File: src/rtl/srra_pkg.sv
// Shared types and codes for the slot reuse region allocator.
`default_nettype none
package srra_pkg;

   localparam int STATUS_W = 3;
   localparam int SLOT_W   = 4;
   localparam int BASE_W   = 14;
   localparam int SIZE_W   = 15;

   localparam logic [STATUS_W-1:0] ST_NEW        = 3'd0;
   localparam logic [STATUS_W-1:0] ST_REUSED     = 3'd1;
   localparam logic [STATUS_W-1:0] ST_BAD_SIZE   = 3'd2;
   localparam logic [STATUS_W-1:0] ST_POOL_FULL  = 3'd3;
   localparam logic [STATUS_W-1:0] ST_TABLE_FULL = 3'd4;
   localparam logic [STATUS_W-1:0] ST_RELEASED   = 3'd5;
   localparam logic [STATUS_W-1:0] ST_IGNORED    = 3'd6;

   localparam logic REQ_ALLOC   = 1'b0;
   localparam logic REQ_RELEASE = 1'b1;

   typedef struct packed {
      logic [STATUS_W-1:0] status;
      logic [SLOT_W-1:0]   slot;
      logic [BASE_W-1:0]   base;
      logic [SIZE_W-1:0]   size;
   } res_type;

   typedef struct packed {
      logic act_we;
      logic act_val;
      logic data_we;
   } mem_we_type;

endpackage
`default_nettype wire

File: src/rtl/slot_reuse_region_allocator_top.sv
// Top level of the slot reuse region allocator: slot memory, sequencer, result register.
// Release, ignored and bad size results skip the slot scan; an allocate first scans the
//   slots in use from the lowest up and stops at the first retired slot that fits.
// One request at a time: req_stall holds until the result register takes the result;
//   the scan reads one slot per cycle through the single read port of the slot memory.
// Reset clears the sequencer, slot count and bump pointer; slot memory is not cleared.
`default_nettype none
module slot_reuse_region_allocator_top #(
   parameter int MAX_SLOTS = 16,
   parameter int POOL_SIZE = 16384
) (
   input  wire logic         clock,
   input  wire logic         reset,
   // request channel
   input  wire logic         req_valid,
   output logic              req_stall,
   input  wire logic         req_type,
   input  wire logic [14:0]  req_request_size,
   input  wire logic [3:0]   req_slot_id,
   // response channel
   output logic              rsp_valid,
   input  wire logic         rsp_stall,
   output logic [2:0]        rsp_status,
   output logic [3:0]        rsp_slot_out,
   output logic [13:0]       rsp_base_offset,
   output logic [14:0]       rsp_reserved_size
);
   import srra_pkg::*;

   // slot address, slot count and bump pointer widths
   localparam int AW = (MAX_SLOTS > 1) ? $clog2(MAX_SLOTS) : 1;
   localparam int CW = $clog2(MAX_SLOTS + 1);
   localparam int PW = $clog2(POOL_SIZE + 1);

   mem_we_type          mem_we;
   logic [AW-1:0]       mem_wr_addr;
   logic [SIZE_W-1:0]   mem_wr_rsv;
   logic [PW-1:0]       mem_wr_base;
   logic [AW-1:0]       mem_rd_addr;
   logic                mem_rd_act;
   logic [SIZE_W-1:0]   mem_rd_rsv;
   logic [PW-1:0]       mem_rd_base;

   logic                res_valid;
   res_type             res;
   logic                res_ready;

   logic                rsp_valid_ff, rsp_valid_in;
   res_type             rsp_ff, rsp_in;

   srra_slot_mem #(
      .DEPTH (MAX_SLOTS),
      .AW    (AW),
      .PW    (PW)
   ) u_mem (
      .clock      (clock),
      .we         (mem_we),
      .wr_addr    (mem_wr_addr),
      .wr_rsv     (mem_wr_rsv),
      .wr_base    (mem_wr_base),
      .rd_addr    (mem_rd_addr),
      .rd_act_ff  (mem_rd_act),
      .rd_rsv_ff  (mem_rd_rsv),
      .rd_base_ff (mem_rd_base)
   );

   srra_ctrl #(
      .MAX_SLOTS (MAX_SLOTS),
      .POOL_SIZE (POOL_SIZE),
      .AW        (AW),
      .CW        (CW),
      .PW        (PW)
   ) u_ctrl (
      .clock       (clock),
      .reset       (reset),
      .req_valid   (req_valid),
      .req_stall   (req_stall),
      .req_type    (req_type),
      .req_size    (req_request_size),
      .req_sid     (req_slot_id),
      .res_valid   (res_valid),
      .res         (res),
      .res_ready   (res_ready),
      .mem_we      (mem_we),
      .mem_wr_addr (mem_wr_addr),
      .mem_wr_rsv  (mem_wr_rsv),
      .mem_wr_base (mem_wr_base),
      .mem_rd_addr (mem_rd_addr),
      .mem_rd_act  (mem_rd_act),
      .mem_rd_rsv  (mem_rd_rsv),
      .mem_rd_base (mem_rd_base)
   );

   // The result register takes a new beat when empty or draining, so the
   // sequencer can return to idle and take the next request while a result
   // still waits downstream.
   assign res_ready = !rsp_valid_ff || !rsp_stall;

   always_comb begin
      rsp_valid_in = rsp_valid_ff;
      rsp_in       = rsp_ff;
      if (res_valid && res_ready) begin
         rsp_valid_in = 1'b1;
         rsp_in       = res;
      end else if (!rsp_stall) begin
         rsp_valid_in = 1'b0;
      end
   end

   always_ff @(posedge clock) begin
      if (reset) begin
         rsp_valid_ff <= 1'b0;
      end else begin
         rsp_valid_ff <= rsp_valid_in;
      end
   end

   always_ff @(posedge clock) begin
      rsp_ff <= rsp_in;
   end

   assign rsp_valid         = rsp_valid_ff;
   assign rsp_status        = rsp_ff.status;
   assign rsp_slot_out      = rsp_ff.slot;
   assign rsp_base_offset   = rsp_ff.base;
   assign rsp_reserved_size = rsp_ff.size;

endmodule
`default_nettype wire

File: src/rtl/srra_slot_mem.sv
// Slot table storage: active-mark memory and reservation/base memory.
`default_nettype none
module srra_slot_mem #(
   parameter int DEPTH = 16,
   parameter int AW    = 4,
   parameter int PW    = 15
) (
   input  wire logic                       clock,
   input  wire srra_pkg::mem_we_type       we,
   input  wire logic [AW-1:0]              wr_addr,
   input  wire logic [srra_pkg::SIZE_W-1:0] wr_rsv,
   input  wire logic [PW-1:0]              wr_base,
   input  wire logic [AW-1:0]              rd_addr,
   output logic                            rd_act_ff,
   output logic [srra_pkg::SIZE_W-1:0]     rd_rsv_ff,
   output logic [PW-1:0]                   rd_base_ff
);
   import srra_pkg::*;

   logic                    act_mem  [DEPTH];
   logic [SIZE_W+PW-1:0]    data_mem [DEPTH];

   always_ff @(posedge clock) begin
      if (we.act_we) begin
         act_mem[wr_addr] <= we.act_val;
      end
      if (we.data_we) begin
         data_mem[wr_addr] <= {wr_rsv, wr_base};
      end
   end

   always_ff @(posedge clock) begin
      rd_act_ff                <= act_mem[rd_addr];
      {rd_rsv_ff, rd_base_ff}  <= data_mem[rd_addr];
   end

endmodule
`default_nettype wire

File: src/rtl/srra_ctrl.sv
// Request sequencer: decode, slot scan, bump pointer and slot count.
`default_nettype none
module srra_ctrl #(
   parameter int MAX_SLOTS = 16,
   parameter int POOL_SIZE = 16384,
   parameter int AW        = 4,
   parameter int CW        = 5,
   parameter int PW        = 15
) (
   input  wire logic                        clock,
   input  wire logic                        reset,
   input  wire logic                        req_valid,
   output logic                             req_stall,
   input  wire logic                        req_type,
   input  wire logic [srra_pkg::SIZE_W-1:0] req_size,
   input  wire logic [srra_pkg::SLOT_W-1:0] req_sid,
   output logic                             res_valid,
   output srra_pkg::res_type                res,
   input  wire logic                        res_ready,
   output srra_pkg::mem_we_type             mem_we,
   output logic [AW-1:0]                    mem_wr_addr,
   output logic [srra_pkg::SIZE_W-1:0]      mem_wr_rsv,
   output logic [PW-1:0]                    mem_wr_base,
   output logic [AW-1:0]                    mem_rd_addr,
   input  wire logic                        mem_rd_act,
   input  wire logic [srra_pkg::SIZE_W-1:0] mem_rd_rsv,
   input  wire logic [PW-1:0]               mem_rd_base
);
   import srra_pkg::*;

   localparam int XW = (CW > SLOT_W) ? CW : SLOT_W;
   localparam int SW = ((PW > SIZE_W) ? PW : SIZE_W) + 1;

   localparam logic [1:0] S_IDLE   = 2'd0;
   localparam logic [1:0] S_DECODE = 2'd1;
   localparam logic [1:0] S_SCAN   = 2'd2;
   localparam logic [1:0] S_DONE   = 2'd3;

   logic [1:0]          state_ff, state_in;
   logic                type_ff, type_in;
   logic [SIZE_W-1:0]   size_ff, size_in;
   logic [SLOT_W-1:0]   sid_ff, sid_in;
   logic [CW-1:0]       used_ff, used_in;
   logic [PW-1:0]       pool_ff, pool_in;
   logic [CW-1:0]       iss_ff, iss_in;
   logic                ev_ff, ev_in;
   logic [AW-1:0]       ev_idx_ff, ev_idx_in;
   res_type             res_ff, res_in;

   logic [XW-1:0]       sid_x;
   logic                sid_ok;
   logic                hit;
   logic [SW-1:0]       pool_sum;
   logic                pool_over;
   logic                table_full;

   assign sid_x      = XW'(sid_ff);
   assign sid_ok     = sid_x < XW'(used_ff);
   assign hit        = ev_ff && !mem_rd_act && (mem_rd_rsv >= size_ff);
   assign pool_sum   = SW'(pool_ff) + SW'(size_ff);
   assign pool_over  = pool_sum > SW'(POOL_SIZE);
   assign table_full = used_ff == CW'(MAX_SLOTS);

   assign req_stall  = state_ff != S_IDLE;
   assign res_valid  = state_ff == S_DONE;
   assign res        = res_ff;
   assign mem_rd_addr = iss_ff[AW-1:0];
   assign mem_wr_rsv  = size_ff;
   assign mem_wr_base = pool_ff;

   always_comb begin
      state_in    = state_ff;
      type_in     = type_ff;
      size_in     = size_ff;
      sid_in      = sid_ff;
      used_in     = used_ff;
      pool_in     = pool_ff;
      iss_in      = iss_ff;
      ev_in       = 1'b0;
      ev_idx_in   = ev_idx_ff;
      res_in      = res_ff;
      mem_we      = '0;
      mem_wr_addr = used_ff[AW-1:0];
      case (state_ff)
         S_IDLE: begin
            if (req_valid) begin
               type_in  = req_type;
               size_in  = req_size;
               sid_in   = req_sid;
               state_in = S_DECODE;
            end
         end
         S_DECODE: begin
            res_in   = '0;
            iss_in   = '0;
            state_in = S_DONE;
            if (type_ff == REQ_RELEASE) begin
               if (sid_ok) begin
                  mem_we.act_we  = 1'b1;
                  mem_we.act_val = 1'b0;
                  mem_wr_addr    = sid_x[AW-1:0];
                  res_in.status  = ST_RELEASED;
                  res_in.slot    = sid_ff;
               end else begin
                  res_in.status  = ST_IGNORED;
               end
            end else if (size_ff == '0) begin
               res_in.status = ST_BAD_SIZE;
            end else begin
               state_in = S_SCAN;
            end
         end
         S_SCAN: begin
            if (hit) begin
               // lowest retired slot that still fits
               mem_we.act_we  = 1'b1;
               mem_we.act_val = 1'b1;
               mem_wr_addr    = ev_idx_ff;
               res_in.status  = ST_REUSED;
               res_in.slot    = SLOT_W'(ev_idx_ff);
               res_in.base    = BASE_W'(mem_rd_base);
               res_in.size    = mem_rd_rsv;
               state_in       = S_DONE;
            end else if (iss_ff < used_ff) begin
               ev_in     = 1'b1;
               ev_idx_in = iss_ff[AW-1:0];
               iss_in    = iss_ff + 1'b1;
            end else begin
               state_in = S_DONE;
               if (pool_over) begin
                  res_in.status = ST_POOL_FULL;
               end else if (table_full) begin
                  res_in.status = ST_TABLE_FULL;
               end else begin
                  // append at the bump pointer
                  mem_we.act_we  = 1'b1;
                  mem_we.act_val = 1'b1;
                  mem_we.data_we = 1'b1;
                  res_in.status  = ST_NEW;
                  res_in.slot    = SLOT_W'(used_ff);
                  res_in.base    = BASE_W'(pool_ff);
                  res_in.size    = size_ff;
                  pool_in        = PW'(pool_sum);
                  used_in        = used_ff + 1'b1;
               end
            end
         end
         S_DONE: begin
            if (res_ready) begin
               state_in = S_IDLE;
            end
         end
         default: begin
            state_in = S_IDLE;
         end
      endcase
   end

   always_ff @(posedge clock) begin
      if (reset) begin
         state_ff <= S_IDLE;
         used_ff  <= '0;
         pool_ff  <= '0;
         ev_ff    <= 1'b0;
      end else begin
         state_ff <= state_in;
         used_ff  <= used_in;
         pool_ff  <= pool_in;
         ev_ff    <= ev_in;
      end
   end

   always_ff @(posedge clock) begin
      type_ff   <= type_in;
      size_ff   <= size_in;
      sid_ff    <= sid_in;
      iss_ff    <= iss_in;
      ev_idx_ff <= ev_idx_in;
      res_ff    <= res_in;
   end

`ifndef SYNTHESIS
   a_used_bound: assert property (@(posedge clock) disable iff (reset)
      used_ff <= CW'(MAX_SLOTS))
      else $error("slot count beyond table depth");

   a_pool_bound: assert property (@(posedge clock) disable iff (reset)
      SW'(pool_ff) <= SW'(POOL_SIZE))
      else $error("bump pointer beyond pool");

   a_used_mono: assert property (@(posedge clock) disable iff (reset)
      !$past(reset) |-> used_ff >= $past(used_ff))
      else $error("slot count moved back");

   a_pool_mono: assert property (@(posedge clock) disable iff (reset)
      !$past(reset) |-> pool_ff >= $past(pool_ff))
      else $error("bump pointer moved back");

   a_append_room: assert property (@(posedge clock) disable iff (reset)
      mem_we.data_we |-> (!table_full && !pool_over && state_ff == S_SCAN))
      else $error("append without room");
`endif

endmodule
`default_nettype wire
File: config.mk
export PLATFORM = sky130hd
export DESIGN_NAME = slot_reuse_region_allocator_top
export DESIGN_NICKNAME = d
export VERILOG_FILES = /design/src/rtl/srra_pkg.sv /design/src/rtl/slot_reuse_region_allocator_top.sv /design/src/rtl/srra_slot_mem.sv /design/src/rtl/srra_ctrl.sv
export SDC_FILE = /design/constraint.sdc
export NUM_CORES = 1
export LEC_CHECK = 0
export BUFFER_PORTS_ARGS = -buffer_cell sky130_fd_sc_hd__buf_2
export CORE_MARGIN = 2
export CORE_UTILIZATION = 56
export CTS_CLUSTER_SIZE = 30
export DETAILED_ROUTE_END_ITERATION = 16
export PLACE_DENSITY = 0.81
export SLEW_MARGIN = 0
export SYNTH_ARGS = -nofsm -noshare
export SYNTH_HDL_FRONTEND = slang
export SYNTH_SLANG_ARGS = --single-unit
File: constraint.sdc
create_clock -name clock -period 5.4 [get_ports clock]
set_input_delay 0.27 -clock clock [delete_from_list [all_inputs] [get_ports clock]]
set_output_delay 0.27 -clock clock [all_outputs]
set_load 0.05 [all_outputs]
==> impl_metrics.json <==
{
  "cts_tree": "built",
  "grt_first_pass_wirelength_um": 91100,
  "ys_types": 64,
  "crit_chain": "ha_1, fa_1, a211oi_1, o211ai_1, a2111oi_0, a211o_1, nor3b_1, nand4_1, a21oi_2, nand3_2, nor2_4, buf_4",
  "ctsLongestPathBuffers": 3,
  "ys_top_cells_by_count": "edfxtp_1, nand2_1, mux2i_1",
  "ys_seq_area_frac": 0.728,
  "hold_ws_ns": 0.150,
  "cp_top_family": "compound AO/OA/AOI/OAI gates",
  "gr-total-overflow": 0,
  "p_int_mw": 10.0,
  "cp_max_fo": 29,
  "wirelength_um": 61600,
  "area_growth_pct": 14.0,
  "start_util": 0.565,
  "synth.top_cell.area_share": 0.685,
  "htree_levels": 2,
  "ant_nets": 0,
  "p_switching_mw": 4.90,
  "synth_edf_count": 581,
  "path_clk_slew_ns": 0.06,
  "synth_area_leaders": "edfxtp_1, mux4_2, dfxtp_1",
  "postSynthCellCount": 1560,
  "layout.nets": 1757,
  "fin_crit_ns": 5.01,
  "power_density_nw_per_um2": 515,
  "syn_nets": 1630,
  "fin_setup_tns_ns": 0,
  "multi_input_area_um2": 6670,
  "core_area_um2": 45100,
  "rsz0062_at_grt": "no",
  "ys_ff_latch": 635,
  "max_cap_viol_count": 0,
  "cts_setup_buffers": 0,
  "slowest_stage": "a2111oi_0",
  "slew-limit-headroom": 0.230,
  "finalHoldViolCount": 0,
  "synth.cell_area_um2": 25500,
  "fp.dieH_um": 217,
  "outcome": "finished, final reports clean",
  "cpPeakStageDelay_ns": 0.57,
  "clock_sinks": 635,
  "synthArstFlopShare": 0,
  "rows": 78,
  "drt-wirelength-per-cell_um": 26.3,
  "yosysTopAreaCell": "edfxtp_1",
  "firstDrtPassIters": 8,
  "critPathRequiredTime_ns": 5.64,
  "dp_hpwl_um": 36600,
  "clockPowerShare": 0.282,
  "gp_congestion": 0.931,
  "cp_num_buf_inv": 1,
  "cp-start-kind": "flip-flop",
  "clock_latency_ns": 0.62,
  "grt_start_max_net_pins": 64,
  "seq_area_um2": 18500,
  "clockRootBuffer": "clkbuf_16",
  "ir_drop_uv": 349,
  "yosys.cell_count.top_type": "edfxtp_1",
  "combPwrFrac": 0.289,
  "fmax_ghz": 0.200,
  "grt_pass1_vias": 14800,
  "ys.flop_type": "edfxtp_1",
  "power.leakage_nw": 9.91,
  "drt_iter0_drc": 2115,
  "cp.arrival_ns": 5.25,
  "via_per_inst": 6.36,
  "hold_class": "in2reg",
  "ios": 62,
  "die_area_um2": 47200,
  "switching_share": 0.328,
  "fin_crit_sh": 0.927,
  "finalSetupViolCount": 0,
  "drive_gt1_frac": 0.189,
  "numCtsBuffers": 58,
  "worstSetupEndpointType": "flip-flop",
  "port_buffers": 61,
  "drc": 0,
  "reg2reg_slack_ns": 0.39,
  "synth.avg_cell_area_um2": 16.3,
  "critical_path_class": "reg2reg",
  "via_count": 14900,
  "fin_util": 0.644,
  "track_usage": 0.263,
  "fillCellCount": 2986,
  "worstMarginPinSlew_ns": 1.16,
  "worst_clock_skew_ns": 0.0197,
  "synth_warnings": 0,
  "die_w_um": 217,
  "final_max_slew_viol_count": 0,
  "grt_antenna_before_repair": 0,
  "seq_power_share": 0.428
}
-- worst paths after layout --
path                                      start                                  end  depth (start not counted)
min                                       reset  u_ctrl.mem_wr_base[14]$_SDFFE_PP0P_                          2
min reg2reg         u_ctrl.res[6]$_SDFFCE_PN0P_       rsp_reserved_size[6]$_DFFE_PP_                          0
max          u_ctrl.mem_wr_base[0]$_SDFFE_PP0P_      u_mem.data_mem[2][18]$_DFFE_PP_                         12
max reg2reg  u_ctrl.mem_wr_base[0]$_SDFFE_PP0P_      u_mem.data_mem[2][18]$_DFFE_PP_                         12
-- layout by cell type, fill, tap and decap left out, types with 29 or more instances in the layout --
cell and n:
dfxtp_1 54, mux4_2 60, nor2_1 40, clkbuf_16 58, a221oi_1 31, buf_4 60
inv_1 29, buf_2 61, edfxtp_1 581, a22oi_1 32, o21ai_0 74, mux2i_1 108
a21oi_1 86, nand2_1 139, ha_1 45
-- sequential cells by signal, indices dropped and copies added, names as in the netlist --
| name | flops |
|---|---|
| rsp_valid | 1 |
| rsp_status | 3 |
| u_ctrl.iss_ff | 5 |
| u_ctrl.used_ff | 5 |
| u_ctrl.ev_idx_ff | 4 |
| u_mem.rd_rsv_ff | 15 |
| u_ctrl.state_ff | 2 |
| u_ctrl.res | 36 |
| u_mem.rd_base_ff | 14 |
| u_ctrl.mem_wr_rsv | 15 |
| rsp_slot_out | 4 |
| u_ctrl.ev_ff | 1 |
| u_ctrl.type_ff | 1 |
| u_mem.data_mem | 464 |
| u_ctrl.sid_ff | 4 |
| u_mem.rd_act_ff | 1 |
| rsp_base_offset | 14 |
| rsp_reserved_size | 15 |
| u_mem.act_mem | 16 |
| u_ctrl.mem_wr_base | 15 |
-- worst reg2reg max path, cell delays in order, from the launching register on --
cell and delay, ns:
dfxtp_1 0.51, ha_1 0.32, fa_1 0.43, a211oi_1 0.35, o211ai_1 0.25, a2111oi_0 0.57
a211o_1 0.21, nor3b_1 0.25, nand4_1 0.21, a21oi_2 0.57, nand3_2 0.32, nor2_4 0.15
buf_4 0.46
-- metal layers --
layer	track usage	vias up	wire [um]
met3	0.0492	195	5900
met5	0	-	0
met2	0.415	852	29000
met4	0.122	0	2940
li1	-	6384	-
met1	0.357	7442	23700
-- metrics by stage --
stage	setup WS [ns]	instances	power [mW]	instance area [um^2]
finish	0.394	2338	14.9	29000
CTS	0.512	2337	14.9	29000
global placement	0.770	2206	10.5	26800
detailed placement	0.543	2206	10.7	26800
floorplan	0.636	1560	9.26	25500
global route	0.105	2337	15.5	29000
-- what timing repair did --
action                    CTS  global route
gates resized for setup     0             0
hold endpoints to repair   21             0
hold buffers               21             0
-- cell type report --
type	instances	share of cell area
well taps	600	0.0259
multi-input cells	820	0.230
diodes	1	0.0000862
flip-flops and latches	635	0.638
clock inverters	30	0.0120
repair buffers	143	0.0340
clock buffers	80	0.0560
inverters	29	0.00375
-- cell families after synthesis --
family          count (synthesis)  share of synthesized area
flops                         635                      0.728
xor+xnor                       11                    0.00378
compound gates                291                     0.0739
buf+inv                       105                     0.0162
simple gates                  281                     0.0497
fa+ha+maj                      46                     0.0229
mux                           191                      0.106
-- power groups by stage --
stage          Combinational, mW  Clock, mW  Sequential [mW]
3_3_place_gp                4.08          0             6.46
3_5_place_dp                4.21          0             6.49
5_1_grt                     4.60       4.44             6.43
4_1_cts                     4.26       4.26             6.39
6_report                    4.32       4.22             6.40
2_1_floorplan               2.68          0             6.58
Power figures use the tool's default switching activity.
